## config.mk

```make
export PLATFORM = sky130hd
export DESIGN_NAME = scope_sample_measure_unit_flat
export DESIGN_NICKNAME = d
export VERILOG_FILES = /design/src/design/ssm_pkg.sv /design/src/design/ssm_in_if.sv /design/src/design/ssm_out_if.sv /design/src/design/ssm_divider.sv /design/src/design/ssm_datapath.sv /design/src/design/ssm_ctrl.sv /design/src/design/scope_sample_measure_unit.sv /design/src/flat_wrapper.sv
export SDC_FILE = /design/constraint.sdc
export NUM_CORES = 2
export LEC_CHECK = 0
export ABC_AREA = 1
export ABC_CLOCK_PERIOD_IN_PS = 17300
export BUFFER_PORTS_ARGS = -buffer_cell sky130_fd_sc_hd__clkbuf_2
export CAP_MARGIN = 30
export CORE_MARGIN = 2
export CORE_UTILIZATION = 62
export CTS_CLUSTER_SIZE = 8
export DETAILED_ROUTE_END_ITERATION = 6
export GPL_TIMING_DRIVEN = 0
export PLACE_DENSITY = 0.85
export SETUP_SLACK_MARGIN = 0.3
export SLEW_MARGIN = 10
export SYNTH_ARGS = -nofsm -noshare
export SYNTH_HDL_FRONTEND = slang
export SYNTH_SLANG_ARGS = --single-unit
```

## constraint.sdc

```tcl
create_clock -name i_clk -period 17.3 [get_ports i_clk]
set_input_delay 2.595 -clock i_clk [delete_from_list [all_inputs] [get_ports i_clk]]
set_output_delay 2.595 -clock i_clk [all_outputs]
set_load 0.1 [all_outputs]
```

## src/design/ssm_pkg.sv

```systemverilog
// ----------------------------------------------------------------------------
// ssm_pkg: shared types and constants of the scope sample measure unit
// Item types, register codes, controller states, command and status groups,
// and the fixed constants of the measurement arithmetic.
// ----------------------------------------------------------------------------
package ssm_pkg;

    // Field widths
    localparam int SAMPLE_W      = 12;
    localparam int BYTE_W        = 8;
    localparam int CAP_INDEX_W   = 10;
    localparam int FREQ_W        = 8;
    localparam int VOLT_INT_W    = 6;
    localparam int VOLT_FRAC_W   = 4;
    localparam int DIVIDE_W      = 8;
    localparam int GAIN_W        = 4;
    localparam int TICK_W        = 7;
    localparam int RUN_W         = 16;
    localparam int QUIET_W       = 10;

    // Configuration port
    localparam int CFG_INDEX_W   = 1;
    localparam int CFG_DATA_W    = 8;

    // Ring depth default
    localparam int CAPTURE_DEPTH_DEFAULT = 1024;

    // Frequency quotient: dividend and divisor widths
    localparam int FREQ_NUM_W    = 13;
    localparam int PROD_W        = 23;

    // Register indexes
    localparam logic [CFG_INDEX_W-1:0] CFG_SAMPLE_DIVIDE = 1'd0;
    localparam logic [CFG_INDEX_W-1:0] CFG_GAIN          = 1'd1;

    // Register reset values
    localparam logic [DIVIDE_W-1:0] DIVIDE_RESET = 8'd128;
    localparam logic [GAIN_W-1:0]   GAIN_RESET   = 4'd1;

    // Measurement constants
    localparam logic [DIVIDE_W-1:0]   DIVIDE_MAX      = 8'd128;
    localparam logic [SAMPLE_W-1:0]   MID_SCALE       = 12'd2048;
    localparam logic [RUN_W-1:0]      RUN_MAX         = 16'hFFFF;
    localparam logic [FREQ_NUM_W-1:0] FREQ_NUMERATOR  = 13'd5000;
    localparam logic [19:0]           FLUSH_NUMERATOR = 20'd1000;
    localparam logic [FREQ_W-1:0]     FREQ_SAT        = 8'd255;
    localparam logic [8:0]            MOD_BASE        = 9'd255;

    // Reciprocals for division by constants
    // x / 2550 = (x * VOLT_INT_RECIP) >> 28, exact for x below 2^17
    localparam logic [16:0] VOLT_INT_RECIP = 17'd105269;
    // x / 10 = (x * TENTH_RECIP) >> 19, exact for x below 2^14
    localparam logic [15:0] TENTH_RECIP    = 16'd52429;
    // x / 26 = (x * DIGIT_RECIP) >> 16, exact for x below 255
    localparam logic [11:0] DIGIT_RECIP    = 12'd2521;

    // Input and result items
    typedef struct packed {
        logic [SAMPLE_W-1:0] adc_sample;
    } t_in_item;

    typedef struct packed {
        logic                   sample_taken;
        logic [CAP_INDEX_W-1:0] capture_index;
        logic [BYTE_W-1:0]      capture_byte;
        logic [FREQ_W-1:0]      frequency_hz;
        logic [BYTE_W-1:0]      peak_level;
        logic [VOLT_INT_W-1:0]  volts_whole;
        logic [VOLT_FRAC_W-1:0] volts_tenth;
    } t_out_item;

    // Controller states
    typedef enum logic [3:0] {
        ST_IDLE,
        ST_EVAL,
        ST_BRANCH,
        ST_DIV_START,
        ST_DIV_WAIT,
        ST_VOLT_MUL,
        ST_VOLT_GAIN,
        ST_VOLT_MOD,
        ST_VOLT_FRAC,
        ST_DONE
    } t_ssm_state;

    // Commands from controller to datapath
    typedef struct packed {
        logic load_in;
        logic eval;
        logic div_start;
        logic freq_write;
        logic volt_mul;
        logic volt_gain;
        logic volt_mod;
        logic volt_frac;
        logic out_load;
    } t_ssm_cmd;

    // Status from datapath to controller
    typedef struct packed {
        logic freq_req;
        logic peak_req;
        logic div_busy;
        logic out_free;
    } t_ssm_stat;

endpackage

```

## src/design/ssm_in_if.sv

```systemverilog
// ----------------------------------------------------------------------------
// ssm_in_if: sample input channel
// Valid/ready channel carrying one converter sample per transfer.
// ----------------------------------------------------------------------------
interface ssm_in_if;
    import ssm_pkg::*;

    logic     valid;
    logic     ready;
    t_in_item payload;

    modport source (output valid, output payload, input ready);
    modport sink   (input valid, input payload, output ready);
endinterface

```

## src/design/ssm_out_if.sv

```systemverilog
// ----------------------------------------------------------------------------
// ssm_out_if: measurement result channel
// Valid/ready channel carrying one result item per transfer.
// ----------------------------------------------------------------------------
interface ssm_out_if;
    import ssm_pkg::*;

    logic      valid;
    logic      ready;
    t_out_item payload;

    modport source (output valid, output payload, input ready);
    modport sink   (input valid, input payload, output ready);
endinterface

```

## src/design/ssm_divider.sv

```systemverilog
// ----------------------------------------------------------------------------
// ssm_divider: restoring divider for the frequency quotient
// Divides the fixed numerator by the run product, one quotient bit a cycle.
// ----------------------------------------------------------------------------
module ssm_divider (
    input  logic                           i_clk,
    input  logic                           i_rst_n,
    input  logic                           i_start,
    input  logic [ssm_pkg::PROD_W-1:0]     i_divisor,
    output logic                           o_busy,
    output logic [ssm_pkg::FREQ_NUM_W-1:0] o_quotient
);
    import ssm_pkg::*;

    localparam int CntW = $clog2(FREQ_NUM_W);
    localparam logic [CntW-1:0] CntLast = CntW'(FREQ_NUM_W - 1);

    logic                  r_busy;
    logic [CntW-1:0]       r_count;
    logic [FREQ_NUM_W-1:0] r_rem;
    logic [FREQ_NUM_W-1:0] r_quot;
    logic [PROD_W-1:0]     r_divisor;

    logic [FREQ_NUM_W:0]   rem_shift;
    logic                  fits;
    logic [PROD_W-1:0]     rem_diff;

    // One restoring step: shift in the next dividend bit, subtract if it fits
    always_comb begin
        rem_shift = {r_rem, r_quot[FREQ_NUM_W-1]};
        fits      = {{(PROD_W-FREQ_NUM_W-1){1'b0}}, rem_shift} >= r_divisor;
        rem_diff  = {{(PROD_W-FREQ_NUM_W-1){1'b0}}, rem_shift} - r_divisor;
    end

    // Control: busy flag and step count
    always_ff @(posedge i_clk) begin
        if (!i_rst_n) begin
            r_busy  <= 1'b0;
            r_count <= '0;
        end else if (i_start) begin
            r_busy  <= 1'b1;
            r_count <= '0;
        end else if (r_busy) begin
            r_count <= r_count + 1'b1;
            if (r_count == CntLast) begin
                r_busy <= 1'b0;
            end
        end
    end

    // Datapath: remainder and quotient shift register
    always_ff @(posedge i_clk) begin
        if (i_start) begin
            r_rem     <= '0;
            r_quot    <= FREQ_NUMERATOR;
            r_divisor <= i_divisor;
        end else if (r_busy) begin
            if (fits) begin
                r_rem <= rem_diff[FREQ_NUM_W-1:0];
            end else begin
                r_rem <= rem_shift[FREQ_NUM_W-1:0];
            end
            r_quot <= {r_quot[FREQ_NUM_W-2:0], fits};
        end
    end

    assign o_busy     = r_busy;
    assign o_quotient = r_quot;
endmodule

```

## src/design/ssm_datapath.sv

```systemverilog
// ----------------------------------------------------------------------------
// ssm_datapath: measurement datapath
// Holds the registers, tick and ring counters, run and quiet counters, the
// peak and volts arithmetic, the frequency divider and the result register.
// ----------------------------------------------------------------------------
module ssm_datapath #(
    parameter int CAPTURE_DEPTH = ssm_pkg::CAPTURE_DEPTH_DEFAULT
) (
    input  logic                            i_clk,
    input  logic                            i_rst_n,
    input  ssm_pkg::t_ssm_cmd               i_cmd,
    output ssm_pkg::t_ssm_stat              o_stat,
    input  ssm_pkg::t_in_item               i_in_payload,
    input  logic                            i_cfg_we,
    input  logic [ssm_pkg::CFG_INDEX_W-1:0] i_cfg_index,
    input  logic [ssm_pkg::CFG_DATA_W-1:0]  i_cfg_data,
    input  logic                            i_out_ready,
    output logic                            o_out_valid,
    output ssm_pkg::t_out_item              o_out_payload
);
    import ssm_pkg::*;

    localparam int PtrW = (CAPTURE_DEPTH > 1) ? $clog2(CAPTURE_DEPTH) : 1;
    localparam int IdxW = (PtrW < CAP_INDEX_W) ? PtrW : CAP_INDEX_W;
    localparam logic [PtrW-1:0] PtrLast = PtrW'(CAPTURE_DEPTH - 1);

    // Configuration
    logic [DIVIDE_W-1:0]    r_divide;
    logic [GAIN_W-1:0]      r_gain;

    // Measurement state
    logic [SAMPLE_W-1:0]    r_sample;
    logic [TICK_W-1:0]      r_tick;
    logic [PtrW-1:0]        r_ptr;
    logic [RUN_W-1:0]       r_run;
    logic [FREQ_W-1:0]      r_freq;
    logic [BYTE_W-1:0]      r_peak;
    logic [VOLT_INT_W-1:0]  r_vint;
    logic [VOLT_FRAC_W-1:0] r_vfrac;
    logic [QUIET_W-1:0]     r_quiet;
    logic                   r_freq_req;
    logic                   r_peak_req;

    // Intermediate products
    logic [PROD_W-1:0]      r_prod;
    logic [13:0]            r_p33;
    logic [16:0]            r_x;
    logic [9:0]             r_p10;
    logic [13:0]            r_t;
    logic [BYTE_W-1:0]      r_rmod;

    // Capture fields and result register
    logic                   r_cap_taken;
    logic [CAP_INDEX_W-1:0] r_cap_index;
    logic [BYTE_W-1:0]      r_cap_byte;
    logic                   r_out_valid;
    t_out_item              r_out;

    // Evaluation signals
    logic [DIVIDE_W-1:0]    eff_div;
    logic [DIVIDE_W-1:0]    tick_inc;
    logic                   keep;
    logic [BYTE_W-1:0]      byte_val;
    logic                   is_high;
    logic [23:0]            run_prod;
    logic [QUIET_W:0]       quiet_inc;
    logic [QUIET_W+1:0]     quiet_plus2;
    logic [19:0]            flush_prod;
    logic                   flush_hit;
    logic                   new_peak;
    logic                   flush_now;
    logic [13:0]            p33;
    logic [16:0]            x_val;
    logic [PtrW-1:0]        ptr_next;

    // Volts and frequency arithmetic
    logic [33:0]            vint_prod;
    logic [29:0]            p10_prod;
    logic [13:0]            t_prod;
    logic [8:0]             mod_sum;
    logic [8:0]             mod_val;
    logic [19:0]            frac_prod;
    logic                   div_busy;
    logic [FREQ_NUM_W-1:0]  quotient;
    logic [FREQ_W-1:0]      freq_sat;

    // Clamp the divide setting into its working range
    always_comb begin
        if (r_divide == '0) begin
            eff_div = 8'd1;
        end else if (r_divide > DIVIDE_MAX) begin
            eff_div = DIVIDE_MAX;
        end else begin
            eff_div = r_divide;
        end
    end

    // Decide keep, run, peak and flush for the held sample
    always_comb begin
        tick_inc    = {1'b0, r_tick} + 8'd1;
        keep        = tick_inc >= eff_div;
        byte_val    = r_sample[SAMPLE_W-1:SAMPLE_W-BYTE_W];
        is_high     = r_sample >= MID_SCALE;
        run_prod    = {16'b0, eff_div} * {8'b0, r_run};
        quiet_inc   = {1'b0, r_quiet} + 11'd1;
        quiet_plus2 = {1'b0, quiet_inc} + 12'd1;
        flush_prod  = {8'b0, quiet_plus2} * {12'b0, eff_div};
        flush_hit   = flush_prod > FLUSH_NUMERATOR;
        new_peak    = keep && (byte_val > r_peak);
        flush_now   = keep && !new_peak && flush_hit;
        p33         = ({6'b0, byte_val} << 5) + {6'b0, byte_val};
        x_val       = {3'b0, p33} * {13'b0, r_gain};
        ptr_next    = (r_ptr == PtrLast) ? '0 : r_ptr + 1'b1;
    end

    // Volts steps and frequency saturation
    always_comb begin
        vint_prod = {17'b0, r_x} * {17'b0, VOLT_INT_RECIP};
        p10_prod  = {16'b0, r_p33} * {14'b0, TENTH_RECIP};
        t_prod    = {4'b0, r_p10} * {10'b0, r_gain};
        mod_sum   = {3'b0, r_t[13:8]} + {1'b0, r_t[7:0]};
        mod_val   = (mod_sum >= MOD_BASE) ? mod_sum - MOD_BASE : mod_sum;
        frac_prod = {12'b0, r_rmod} * {8'b0, DIGIT_RECIP};
        freq_sat  = (quotient > {5'b0, FREQ_SAT}) ? FREQ_SAT : quotient[FREQ_W-1:0];
    end

    // Frequency divider
    ssm_divider u_div (
        .i_clk      (i_clk),
        .i_rst_n    (i_rst_n),
        .i_start    (i_cmd.div_start),
        .i_divisor  (r_prod),
        .o_busy     (div_busy),
        .o_quotient (quotient)
    );

    // Control state: registers, counters, measurements, result valid
    always_ff @(posedge i_clk) begin
        if (!i_rst_n) begin
            r_divide    <= DIVIDE_RESET;
            r_gain      <= GAIN_RESET;
            r_tick      <= '0;
            r_ptr       <= '0;
            r_run       <= '0;
            r_freq      <= '0;
            r_peak      <= '0;
            r_vint      <= '0;
            r_vfrac     <= '0;
            r_quiet     <= '0;
            r_freq_req  <= 1'b0;
            r_peak_req  <= 1'b0;
            r_out_valid <= 1'b0;
        end else begin
            // Register writes
            if (i_cfg_we) begin
                case (i_cfg_index)
                    CFG_SAMPLE_DIVIDE: r_divide <= i_cfg_data;
                    CFG_GAIN:          r_gain   <= i_cfg_data[GAIN_W-1:0];
                    default:           r_divide <= r_divide;
                endcase
            end

            // Evaluate the held sample
            if (i_cmd.eval) begin
                r_peak_req <= new_peak;
                r_freq_req <= keep && !is_high && (r_run != '0) && !flush_now;
                if (keep) begin
                    r_tick <= '0;
                    r_ptr  <= ptr_next;
                    if (is_high) begin
                        if (r_run != RUN_MAX) begin
                            r_run <= r_run + 1'b1;
                        end
                    end else begin
                        r_run <= '0;
                    end
                    if (new_peak) begin
                        r_peak <= byte_val;
                    end else if (flush_hit) begin
                        r_peak  <= '0;
                        r_freq  <= '0;
                        r_quiet <= '0;
                    end else begin
                        r_quiet <= quiet_inc[QUIET_W-1:0];
                    end
                end else begin
                    r_tick <= tick_inc[TICK_W-1:0];
                end
            end

            // Commit computed readings
            if (i_cmd.freq_write) begin
                r_freq <= freq_sat;
            end
            if (i_cmd.volt_mul) begin
                r_vint <= vint_prod[33:28];
            end
            if (i_cmd.volt_frac) begin
                r_vfrac <= frac_prod[19:16];
            end

            // Result valid: set on load, drop on transfer
            if (i_cmd.out_load) begin
                r_out_valid <= 1'b1;
            end else if (i_out_ready) begin
                r_out_valid <= 1'b0;
            end
        end
    end

    // Payload registers
    always_ff @(posedge i_clk) begin
        if (i_cmd.load_in) begin
            r_sample <= i_in_payload.adc_sample;
        end
        if (i_cmd.eval) begin
            r_prod      <= run_prod[PROD_W-1:0];
            r_p33       <= p33;
            r_x         <= x_val;
            r_cap_taken <= keep;
            r_cap_index <= keep ? CAP_INDEX_W'(r_ptr[IdxW-1:0]) : '0;
            r_cap_byte  <= keep ? byte_val : '0;
        end
        if (i_cmd.volt_mul) begin
            r_p10 <= p10_prod[28:19];
        end
        if (i_cmd.volt_gain) begin
            r_t <= t_prod;
        end
        if (i_cmd.volt_mod) begin
            r_rmod <= mod_val[BYTE_W-1:0];
        end
        if (i_cmd.out_load) begin
            r_out.sample_taken  <= r_cap_taken;
            r_out.capture_index <= r_cap_index;
            r_out.capture_byte  <= r_cap_byte;
            r_out.frequency_hz  <= r_freq;
            r_out.peak_level    <= r_peak;
            r_out.volts_whole   <= r_vint;
            r_out.volts_tenth   <= r_vfrac;
        end
    end

    // Status to the controller
    always_comb begin
        o_stat.freq_req = r_freq_req;
        o_stat.peak_req = r_peak_req;
        o_stat.div_busy = div_busy;
        o_stat.out_free = !r_out_valid || i_out_ready;
    end

    assign o_out_valid   = r_out_valid;
    assign o_out_payload = r_out;
endmodule

```

## src/design/ssm_ctrl.sv

```systemverilog
// ----------------------------------------------------------------------------
// ssm_ctrl: sequencing controller
// Takes one sample at a time and steps the datapath through evaluation,
// the frequency division, the volts steps and the result hand-off.
// ----------------------------------------------------------------------------
module ssm_ctrl (
    input  logic               i_clk,
    input  logic               i_rst_n,
    input  logic               i_in_valid,
    output logic               o_in_ready,
    input  ssm_pkg::t_ssm_stat i_stat,
    output ssm_pkg::t_ssm_cmd  o_cmd
);
    import ssm_pkg::*;

    t_ssm_state r_state;
    t_ssm_state n_state;

    // State register
    always_ff @(posedge i_clk) begin
        if (!i_rst_n) begin
            r_state <= ST_IDLE;
        end else begin
            r_state <= n_state;
        end
    end

    // Next state and commands
    always_comb begin
        n_state    = r_state;
        o_cmd      = '0;
        o_in_ready = 1'b0;
        case (r_state)
            ST_IDLE: begin
                o_in_ready = 1'b1;
                if (i_in_valid) begin
                    o_cmd.load_in = 1'b1;
                    n_state       = ST_EVAL;
                end
            end
            ST_EVAL: begin
                o_cmd.eval = 1'b1;
                n_state    = ST_BRANCH;
            end
            ST_BRANCH: begin
                if (i_stat.freq_req) begin
                    n_state = ST_DIV_START;
                end else if (i_stat.peak_req) begin
                    n_state = ST_VOLT_MUL;
                end else begin
                    n_state = ST_DONE;
                end
            end
            ST_DIV_START: begin
                o_cmd.div_start = 1'b1;
                n_state         = ST_DIV_WAIT;
            end
            ST_DIV_WAIT: begin
                if (!i_stat.div_busy) begin
                    o_cmd.freq_write = 1'b1;
                    n_state = i_stat.peak_req ? ST_VOLT_MUL : ST_DONE;
                end
            end
            ST_VOLT_MUL: begin
                o_cmd.volt_mul = 1'b1;
                n_state        = ST_VOLT_GAIN;
            end
            ST_VOLT_GAIN: begin
                o_cmd.volt_gain = 1'b1;
                n_state         = ST_VOLT_MOD;
            end
            ST_VOLT_MOD: begin
                o_cmd.volt_mod = 1'b1;
                n_state        = ST_VOLT_FRAC;
            end
            ST_VOLT_FRAC: begin
                o_cmd.volt_frac = 1'b1;
                n_state         = ST_DONE;
            end
            ST_DONE: begin
                // Hold until the result register is free
                if (i_stat.out_free) begin
                    o_cmd.out_load = 1'b1;
                    n_state        = ST_IDLE;
                end
            end
            default: begin
                n_state = ST_IDLE;
            end
        endcase
    end
endmodule

```

## src/design/scope_sample_measure_unit.sv

```systemverilog
// ----------------------------------------------------------------------------
// scope_sample_measure_unit: sampling front end of a small oscilloscope
// Each sample transfer is followed by evaluation, the 13-step frequency
//   divider when a kept sample ends a high run, the four volts steps on a
//   new peak, and the result load. The input takes no new sample until that
//   result loads, and the load waits for a free result register.
// Reset: synchronous, active low; registers return to divide 128 and gain 1,
//   counters and readings clear, and the result register empties.
// ----------------------------------------------------------------------------
module scope_sample_measure_unit #(
    parameter int CAPTURE_DEPTH = ssm_pkg::CAPTURE_DEPTH_DEFAULT
) (
    input  logic                            i_clk,
    input  logic                            i_rst_n,
    ssm_in_if.sink                          i_in,
    ssm_out_if.source                       o_out,
    input  logic                            i_cfg_we,
    input  logic [ssm_pkg::CFG_INDEX_W-1:0] i_cfg_index,
    input  logic [ssm_pkg::CFG_DATA_W-1:0]  i_cfg_data
);
    import ssm_pkg::*;

    t_ssm_cmd  cmd;
    t_ssm_stat stat;
    logic      in_ready;
    logic      out_valid;
    t_out_item out_payload;

    // Sequencer
    ssm_ctrl u_ctrl (
        .i_clk      (i_clk),
        .i_rst_n    (i_rst_n),
        .i_in_valid (i_in.valid),
        .o_in_ready (in_ready),
        .i_stat     (stat),
        .o_cmd      (cmd)
    );

    // Measurement datapath
    ssm_datapath #(
        .CAPTURE_DEPTH (CAPTURE_DEPTH)
    ) u_dp (
        .i_clk         (i_clk),
        .i_rst_n       (i_rst_n),
        .i_cmd         (cmd),
        .o_stat        (stat),
        .i_in_payload  (i_in.payload),
        .i_cfg_we      (i_cfg_we),
        .i_cfg_index   (i_cfg_index),
        .i_cfg_data    (i_cfg_data),
        .i_out_ready   (o_out.ready),
        .o_out_valid   (out_valid),
        .o_out_payload (out_payload)
    );

    assign i_in.ready    = in_ready;
    assign o_out.valid   = out_valid;
    assign o_out.payload = out_payload;
endmodule

```

## src/flat_wrapper.sv

```systemverilog
// flat-port wrapper written by rule: the top's interface ports become plain ports
module scope_sample_measure_unit_flat import ssm_pkg::*;
#(
    parameter int CAPTURE_DEPTH = ssm_pkg::CAPTURE_DEPTH_DEFAULT
)
  (i_clk, i_rst_n, i_cfg_we, i_cfg_index, i_cfg_data, i_in_valid, i_in_payload, i_in_ready, o_out_valid, o_out_payload, o_out_ready);
  ssm_in_if i_in_i ();
  ssm_out_if o_out_i ();
  input  logic i_clk;
  input  logic i_rst_n;
  input  logic i_cfg_we;
  input  logic [ssm_pkg::CFG_INDEX_W-1:0] i_cfg_index;
  input  logic [ssm_pkg::CFG_DATA_W-1:0] i_cfg_data;
  input wire logic [$bits(i_in_i.valid)-1:0] i_in_valid;
  input wire logic [$bits(i_in_i.payload)-1:0] i_in_payload;
  output wire logic [$bits(i_in_i.ready)-1:0] i_in_ready;
  output wire logic [$bits(o_out_i.valid)-1:0] o_out_valid;
  output wire logic [$bits(o_out_i.payload)-1:0] o_out_payload;
  input wire logic [$bits(o_out_i.ready)-1:0] o_out_ready;
  assign i_in_i.valid = i_in_valid;
  assign i_in_i.payload = i_in_payload;
  assign i_in_ready = i_in_i.ready;
  assign o_out_valid = o_out_i.valid;
  assign o_out_payload = o_out_i.payload;
  assign o_out_i.ready = o_out_ready;
  scope_sample_measure_unit #(.CAPTURE_DEPTH(CAPTURE_DEPTH)) u_core (.i_clk(i_clk), .i_rst_n(i_rst_n), .i_in(i_in_i), .o_out(o_out_i), .i_cfg_we(i_cfg_we), .i_cfg_index(i_cfg_index), .i_cfg_data(i_cfg_data));
endmodule
```

==> metrics.txt <==
Synth area leaders fa_1, ha_1, edfxtp_1; required time worst endpoint 17.80 ns; DRC viols 0; crit end category flip-flop; post-route minimum period 6.80 ns; die height 234 µm; Worst EP arrival 7.30 ns; remaining global-route overflow 0; Setup CP Type reg2reg; crit-path max cell delay 0.55 ns; Mapped Area 32800 µm²; largest net degree at the start of global routing 35; Main synth FF type edfxtp_1; RSZ-0062 raised after global routing no; Ys Warns 0; DR iter-0 viols 2235; vias post-DR 25800; share of cells above drive strength 1 0.0516; clk_lat worst skew 0.59 ns; Final Wtd Congestion 0.945; clk sinks 300; CTS tree done; pins over their slew limit 0; Layout Area Growth over Synthesis 8.13%; # port buffers 68; cts repair resizes 0; Post-Synth Simple-Gate Area 0.161; mux cell area share after synthesis 0; WL/cell 16.4 µm; count of different cell masters after synthesis 59; post-route ant nets 0; Top Ports 73; relative slew slack 0.320; Post-DP HPWL 61000 µm; number of synthesized flops with an enable pin 181; slowest CP cell fa_1; TNS Setup 0 ns; die width 234 µm; Startpoint Class flip-flop; status finished, final reports clean; post-synthesis sequential area ratio 0.239; vias in the first global route 26100; CP most frequent cell inv_1; global-route usage over all layers 0.288; Starting Density 0.625; root cell of the clock tree clkbuf_16; total core area 52400 µm²; Mapped Cells 3790; Fin. Hold Viols 0; worst slew pin tran 1.02 ns; num rows 84; H-Tree Depth 2; die area 54700 µm²; post-synth top area share 0.223; Setup-failing EPs final 0; Crit Path Max Fanout 9; Reg clk slew, reported paths 0.06 ns; first-pass GRT wire length 126000 µm; FMAX 147 MHz; register bit total from synthesis 300; clock buffer depth 3; WL final 76000 µm; Syn Area/Cell 8.65 µm²; post-synthesis adder-cell area fraction 0.400; largest family of logic cells by synthesized area adder cells; CTS Hold Buffers Added 0; CTS Buf Count 44; initial antenna violation count 4; Post-CTS Setup Repair Bufs 0; asr flop ratio synth 0; fin nets 4773; Tcrit/Tclk final 0.393; hold crit path type reg2reg; mean number of vias per cell 5.56; drt pass-1 iters 6; post-synthesis xor/xnor area fraction 0.0283; Compound-Gate Fraction of Synth Area 0.0712; Max-Cap Viols 0; skew final 0.0306 ns; Yosys top cell by area fa_1
[layer usage]
layer,track usage,up-vias,part of all wire
met3,0.0456,195,0.076
met5,0,-,0.00055
met2,0.481,1036,0.47
met1,0.385,12300,0.42
li1,-,12200,-
met4,0.0979,6,0.033
[through the flow]
stage | setup WS (ns) | area [µm²] | utilization | instances | hold slack, ns
after floorplan | 11.60 | 32800 | - | 3796 | 0.400
after global placement | 10.78 | 34000 | 0.648 | 4552 | 0.401
after detailed placement | 10.71 | 34100 | 0.650 | 4559 | 0.405
after CTS | 10.60 | 35400 | 0.675 | 4638 | 0.415
after global routing | 9.99 | 35400 | 0.676 | 4639 | 0.422
final | 10.50 | 35400 | 0.676 | 4640 | 0.415
[flip-flops by register name, summed over array words and instances, names as in the netlist, 13 cells and up]
signal                        cells
u_core.u_dp.u_div.o_quotient     13
u_core.u_dp.r_t                  14
u_core.u_dp.r_run                16
u_core.u_dp.u_div.r_divisor      23
u_core.u_dp.o_out_payload        45
u_core.u_dp.r_prod               23
u_core.u_dp.r_p33                14
u_core.u_dp.r_x                  17
u_core.u_dp.u_div.r_rem          13
[critical path: cells and delay by family, from the launching register on]
kind / cells / cell delay, ns
simple gates: 16 / 2.13
buf+inv: 7 / 0.70
compound gates: 2 / 0.37
flops: 1 / 0.51
xor+xnor: 1 / 0.25
fa+ha+maj: 6 / 2.72
[Yosys cell counts, types with 7 or more instances]
cell / count
inv_1: 797
nand2_1: 688
ha_1: 464
fa_1: 365
nor2_1: 331
a21oi_1: 206
edfxtp_1: 181
dfxtp_1: 119
o21ai_0: 111
nand3_1: 105
xor2_1: 72
clkbuf_1: 36
nor3_1: 35
nand4_1: 32
xnor2_1: 32
a31oi_1: 20
inv_2: 14
buf_2: 12
nor4_1: 12
o211ai_1: 12
o21ai_1: 12
a21o_1: 11
buf_1: 9
nand3b_1: 9
a211oi_1: 8
o21a_1: 8
nand2_2: 7
nand3_2: 7
or2_2: 7
[worst paths after layout]
check                                                    startpoint                                        end  slack, ns  cells after the start
worst max-delay path            u_core.u_dp.r_quiet[0]$_SDFFE_PN0P_         u_core.u_dp.r_freq[5]$_SDFFE_PN0P_      10.50                     32
worst min-delay path               u_core.u_dp.r_prod[19]$_DFFE_PP_  u_core.u_dp.u_div.r_divisor[19]$_DFFE_PP_       0.42                      0
worst max register to register  u_core.u_dp.r_quiet[0]$_SDFFE_PN0P_         u_core.u_dp.r_freq[5]$_SDFFE_PN0P_      10.50                     32
worst min register to register     u_core.u_dp.r_prod[19]$_DFFE_PP_  u_core.u_dp.u_div.r_divisor[19]$_DFFE_PP_       0.42                      0
[layout by cell type, fill, tap and decap left out, types with 8 or more instances in the layout]
| cell type | count |
|---|---|
| dfxtp_1 | 119 |
| inv_2 | 14 |
| nor3_1 | 34 |
| o211ai_1 | 12 |
| ha_1 | 464 |
| o21ai_1 | 12 |
| nand2_1 | 688 |
| nand4_1 | 32 |
| xnor2_1 | 32 |
| buf_1 | 9 |
| inv_1 | 797 |
| nor4_1 | 12 |
| edfxtp_1 | 181 |
| a31oi_1 | 20 |
| a211oi_1 | 8 |
| clkbuf_16 | 44 |
| buf_2 | 14 |
| nor2_1 | 330 |
| nand3b_1 | 9 |
| a21oi_1 | 206 |
| xor2_1 | 72 |
| o21a_1 | 8 |
| o21ai_0 | 111 |
| fa_1 | 365 |
| clkbuf_2 | 69 |
| a21o_1 | 11 |
| nand3_1 | 105 |
| clkbuf_1 | 63 |
| conb_1 | 8 |
[logic make-up after synthesis]
| logic type | after synthesis |
|---|---|
| adder cells (fa/ha/maj) | 829 |
| AND/OR/NAND/NOR | 1262 |
| AO/OA/AOI/OAI | 419 |
| other | 2 |
| flip-flops | 300 |
| XOR/XNOR | 105 |
| buffers and inverters | 873 |
[area by class of cell]
class / count / area, µm²
antenna: 1 / 2.50
tap: 688 / 861
fill: 3954 / 17000
sequential: 300 / 7820
clock inverter: 5 / 86.3
clock buffer: 74 / 1230
multi-input combinational: 2623 / 21700
buffer: 59 / 246
inverter: 814 / 3060
timing repair buffer: 76 / 444
Power is not shown: default switching activity piles up to over one toggle a cycle in this logic, so the estimate is an artifact.
